### config.mk
export PLATFORM = sky130hd
export DESIGN_NAME = tws_cell
export DESIGN_NICKNAME = d
export VERILOG_FILES = /design/src/rtl/core/tws_pkg.sv /design/src/rtl/core/tws_cell.sv
export SDC_FILE = /design/constraint.sdc
export NUM_CORES = 1
export LEC_CHECK = 0
export BUFFER_PORTS_ARGS = -buffer_cell sky130_fd_sc_hd__buf_2
export CAP_MARGIN = 10
export CORE_MARGIN = 10
export CORE_UTILIZATION = 50
export DETAILED_ROUTE_END_ITERATION = 6
export PLACE_DENSITY = 0.88
export REMOVE_ABC_BUFFERS = 1
export SLEW_MARGIN = 0
export SYNTH_ARGS = -nofsm -noshare
export SYNTH_HDL_FRONTEND = slang
export SYNTH_SLANG_ARGS = --single-unit
### constraint.sdc
create_clock -name i_clk -period 6.4 [get_ports i_clk]
set_input_delay 0.32 -clock i_clk [delete_from_list [all_inputs] [get_ports i_clk]]
set_output_delay 0.32 -clock i_clk [all_outputs]
set_load 0.03 [all_outputs]
### src/rtl/core/tws_pkg.sv
`timescale 1ns / 1ps

package tws_pkg;

    localparam int DEPTH     = 16;
    localparam int STAMP_W   = 64;
    localparam int PAY_W     = 16;
    localparam int OUT_CNT_W = 5;
    localparam int CNT_W     = $clog2(DEPTH + 1);
    localparam int IDX_W     = $clog2(DEPTH);

    typedef struct packed {
        logic insert;
        logic flag;
    } t_cell_ctrl;

    // saturating add, clamps at all ones
    function automatic logic [STAMP_W-1:0] sat_add(input logic [STAMP_W-1:0] a,
                                                   input logic [STAMP_W-1:0] b);
        logic [STAMP_W:0] s;
        s = {1'b0, a} + {1'b0, b};
        return s[STAMP_W] ? {STAMP_W{1'b1}} : s[STAMP_W-1:0];
    endfunction

endpackage

### src/rtl/core/tws_cell.sv
`timescale 1ns / 1ps

module tws_cell import tws_pkg::*; (
    input  logic               i_clk,
    input  t_cell_ctrl         i_ctrl,
    input  logic               i_occ,
    input  logic [STAMP_W-1:0] i_new_stamp,
    input  logic [PAY_W-1:0]   i_new_payload,
    input  logic               i_left_gt,
    input  logic [STAMP_W-1:0] i_left_stamp,
    input  logic [PAY_W-1:0]   i_left_payload,
    input  logic [STAMP_W-1:0] i_max_age,
    input  logic [STAMP_W-1:0] i_newest,
    output logic               o_gt,
    output logic [STAMP_W-1:0] o_stamp,
    output logic [PAY_W-1:0]   o_payload,
    output logic               o_prune
);

    logic [STAMP_W-1:0] r_stamp, n_stamp;
    logic [PAY_W-1:0]   r_payload, n_payload;
    logic               r_prune, n_prune;

    assign o_gt      = i_occ && (r_stamp > i_new_stamp);
    assign o_stamp   = r_stamp;
    assign o_payload = r_payload;
    assign o_prune   = r_prune;

    always_comb begin
        n_stamp   = r_stamp;
        n_payload = r_payload;
        n_prune   = r_prune;
        // an older-or-equal entry makes way: new item lands at the boundary,
        // the rest take their left neighbour
        if (i_ctrl.insert && !o_gt) begin
            if (i_left_gt) begin
                n_stamp   = i_new_stamp;
                n_payload = i_new_payload;
            end else begin
                n_stamp   = i_left_stamp;
                n_payload = i_left_payload;
            end
        end
        if (i_ctrl.flag) begin
            n_prune = sat_add(r_stamp, i_max_age) < i_newest;
        end
    end

    always_ff @(posedge i_clk) begin
        r_stamp   <= n_stamp;
        r_payload <= n_payload;
        r_prune   <= n_prune;
    end

endmodule

==> results_dict.tcl <==
set metrics [dict create \
    ys_warn_count 0 \
    antenna_found_initial 5 \
    status "complete, no violations" \
    nFillCells 1845 \
    area_growth_pct 21.6 \
    synth_simple_gate_area_share_pct 15.2 \
    crit_slowest_cell "nor4_1" \
    dpl_worst_slack_ns 0.499 \
    fp.coreArea_um2 21200 \
    slowest_delay_ns 0.46 \
    ys_types 60 \
    drt_wl_total_um 37100 \
    synth_seq_cells 81 \
    grt.total_usage_pct 25.0 \
    setup_slack_ns 0.474 \
    clock_path_buffers 2 \
    mostFrequentLayoutCells "buf_2, ha_1, inv_1" \
    tns_ns 0 \
    drc 0 \
    dpl_cell_area_um2 12900 \
    r2r_slack_ns 0.47 \
    cp_cell_sequence "ha_1 > fa_1 > a21o_1 > nand4_1 > nand3_1 > a31o_2 > a31o_2 > a21oi_2 > o31a_1 > o31a_2 > buf_4 > nand2_1 > ha_1 > nand4_1 > nor4_1 > nand2_1 > or3_1 > o21bai_1 > o221ai_1 > nor2_1 > o41a_1 > a21o_1" \
    skew_ns 0.0149 \
    crit_fanout 29 \
    route.met3.wl_um 2870 \
    fin_util_pct 62.4 \
    final_antenna_net_count 0 \
    synth-seq-area-share_pct 22.4 \
    crit_path_end "o_prune$_DFFE_PP_" \
    power_leakage_nw 6.83 \
    ctsHoldBuffers 0 \
    crit_required_ns 6.52 \
    first_iter_violations 773 \
    ir_worst_vdd_mv 0.132 \
    final_nets 2106 \
    tightestPinTransition_ns 1.08 \
    cts_resized 0 \
    grt_max_degree 81 \
    maxCapViolations 0 \
    rsz0062_at_grt "false" \
    cts-root-buf "clkbuf_16" \
    max_freq_mhz 169 \
    fin_cells 1905 \
    synth.area.mux_share_pct 8.78 \
    synth-edff-count 81 \
    placed_cells 1885 \
    start_util_pct 51.3 \
    cts.clk_slew.worst_paths_ns 0.08 \
    fp.dieArea_um2 28000 \
    portBuffers 374 \
    hold_violations 0 \
    timing.rr.end "o_prune$_DFFE_PP_" \
    synthFlopType "edfxtp_1" \
    path_class "reg -> reg" \
    critPathCaptureType "flop" \
    setup_viol 0 \
    synthArstFlopShare_pct 0 \
    avgSynthCellArea_um2 8.50 \
    syn_area_um2 10800 \
    m1WireLength_um 15200 \
    synth_compound_area_share_pct 20.5 \
    num_io_pins 375 \
    period_share_pct 92.6 \
    synth_top_family_by_area "adder cells" \
    wl_per_cell_um 19.5 \
    cts_buffers 9 \
    cts_sinks 81 \
    synthXorXnorAreaFrac_pct 4.04 \
    cp.arrival_ns 6.05 \
    hp-class "in -> reg" \
    design_power_total_mw 3.18 \
    die_w_um 167 \
    wl_met2_um 17900 \
    p_per_area_nw_per_um2 241 \
    synth_cells 1276 \
    grt_pass1_vias 11100 \
    clk-insertion-delay-late_ns 0.36 \
    post_cts_buffers 0 \
    design_area_um2 13200 \
    htreeDepth 3 \
    reg2regPathDepth 22 \
    num_rows 53 \
    dr_total_vias 10800 \
    grt_pass1_wl_um 57700 \
    mostFrequentLayoutCell "buf_2" \
    place_congestion 0.928 \
    cts_tree "done" \
    drv_slew 0 \
    critPathLaunch "o_stamp[0]$_DFFE_PP_" \
    slew_headroom_pct 26.4 \
    die_h_um 167 \
    dr.max_layer_used "met5" \
    synth-adder-area-share_pct 22.2 \
    r2r_start "o_stamp[0]$_DFFE_PP_" \
    overflow 0 \
    firstDrtPassIters 6 \
    holdWs_ns 0.203 \
    start_kind "flop" \
    period_needed_ns 5.93 \
    drive_above_1_share_pct 29.9 \
    viasPerCell 5.67 \
    dp_hpwl_um 31400 \
]
[per-layer routing]
layer | up-vias | track usage (%)
met2 | 423 | 43.3
met4 | 4 | 7.80
met1 | 4923 | 29.5
li1 | 5390 | -
met3 | 63 | 6.51
met5 | - | 0
[power by group]
group          internal (mW)  total [mW]  switching [mW]
clock network          0.266       0.522           0.256
logic                  0.769        1.90            1.13
registers              0.697       0.761          0.0640
total                   1.73        3.18            1.45
[cells by family (layout without fill, tap and decap cells)]
logic type,after synthesis,in the layout
compound gates,346,346
fa+ha+maj,192,192
mux,85,85
other cells,0,4
flops,81,81
simple gates,334,334
xor+xnor,50,50
buf+inv,188,538
[cells in the mapped netlist (all sizes together), types with 2 or more instances]
cell type / number / area [µm²]
ha: 191 / 2390
inv: 145 / 544
nand2: 121 / 454
a21oi: 103 / 519
edfxtp: 81 / 2430
mux2: 81 / 912
a21o: 80 / 601
o21ai: 59 / 295
nor2: 50 / 188
nand4: 48 / 300
clkbuf: 31 / 118
xnor2: 28 / 245
nand3: 26 / 130
xor2: 22 / 193
nor3: 18 / 90.1
o21bai: 17 / 128
nor2b: 14 / 87.6
a31oi: 13 / 81.3
and3: 12 / 75.1
buf: 12 / 77.6
o21a: 12 / 90.1
nand2b: 11 / 68.8
o211ai: 10 / 75.1
a211oi: 8 / 60.1
and2: 7 / 43.8
a2111oi: 5 / 43.8
a21boi: 5 / 37.5
nor4: 5 / 31.3
o31a: 5 / 43.8
a221oi: 4 / 35.0
a31o: 4 / 35.0
and4: 4 / 35.0
mux2i: 4 / 40.0
o31ai: 4 / 30.0
or2: 4 / 25.0
a211o: 3 / 26.3
o221ai: 3 / 26.3
or3: 3 / 18.8
and3b: 2 / 17.5
nand4b: 2 / 17.5
nor3b: 2 / 15.0
o22ai: 2 / 12.5
or4: 2 / 15.0
[flip-flops by register name (all words and copies together), names as in the netlist]
register / cells
o_payload: 16
o_stamp: 64
o_prune: 1
[critical path, delay by kind of cell (launching register included)]
family,cells,cell delay (ns)
AOI/OAI and AO/OA,10,2.34
adders and majority gates,3,1.00
buffers and inverters,1,0.37
DFF,1,0.42
and+or+nand+nor,8,1.57
[area by class of cell]
class / instances / area [µm²] / area share (%)
clock buffers: 9 / 225 / 1.71
diodes: 4 / 10.0 / 0.0759
inverters: 145 / 544 / 4.13
flip-flops and latches: 81 / 2430 / 18.4
repair buffers: 377 / 1900 / 14.4
clock inverters: 7 / 52.6 / 0.398
well taps: 275 / 344 / 2.61
multi-input cells: 1007 / 7680 / 58.3
[worst min path at each step]
stage | startpoint | endpoint | slack [ns] | depth (start not counted)
floorplan | i_ctrl[0] | o_prune$_DFFE_PP_ | 0.43 | 0
finish | i_ctrl[0] | o_prune$_DFFE_PP_ | 0.20 | 1
global route | i_ctrl[0] | o_prune$_DFFE_PP_ | 0.20 | 1
detailed placement | i_ctrl[0] | o_prune$_DFFE_PP_ | 0.57 | 1
CTS | i_ctrl[0] | o_prune$_DFFE_PP_ | 0.19 | 1
global placement | i_ctrl[0] | o_prune$_DFFE_PP_ | 0.57 | 1
(Power assumes the default switching activity.)
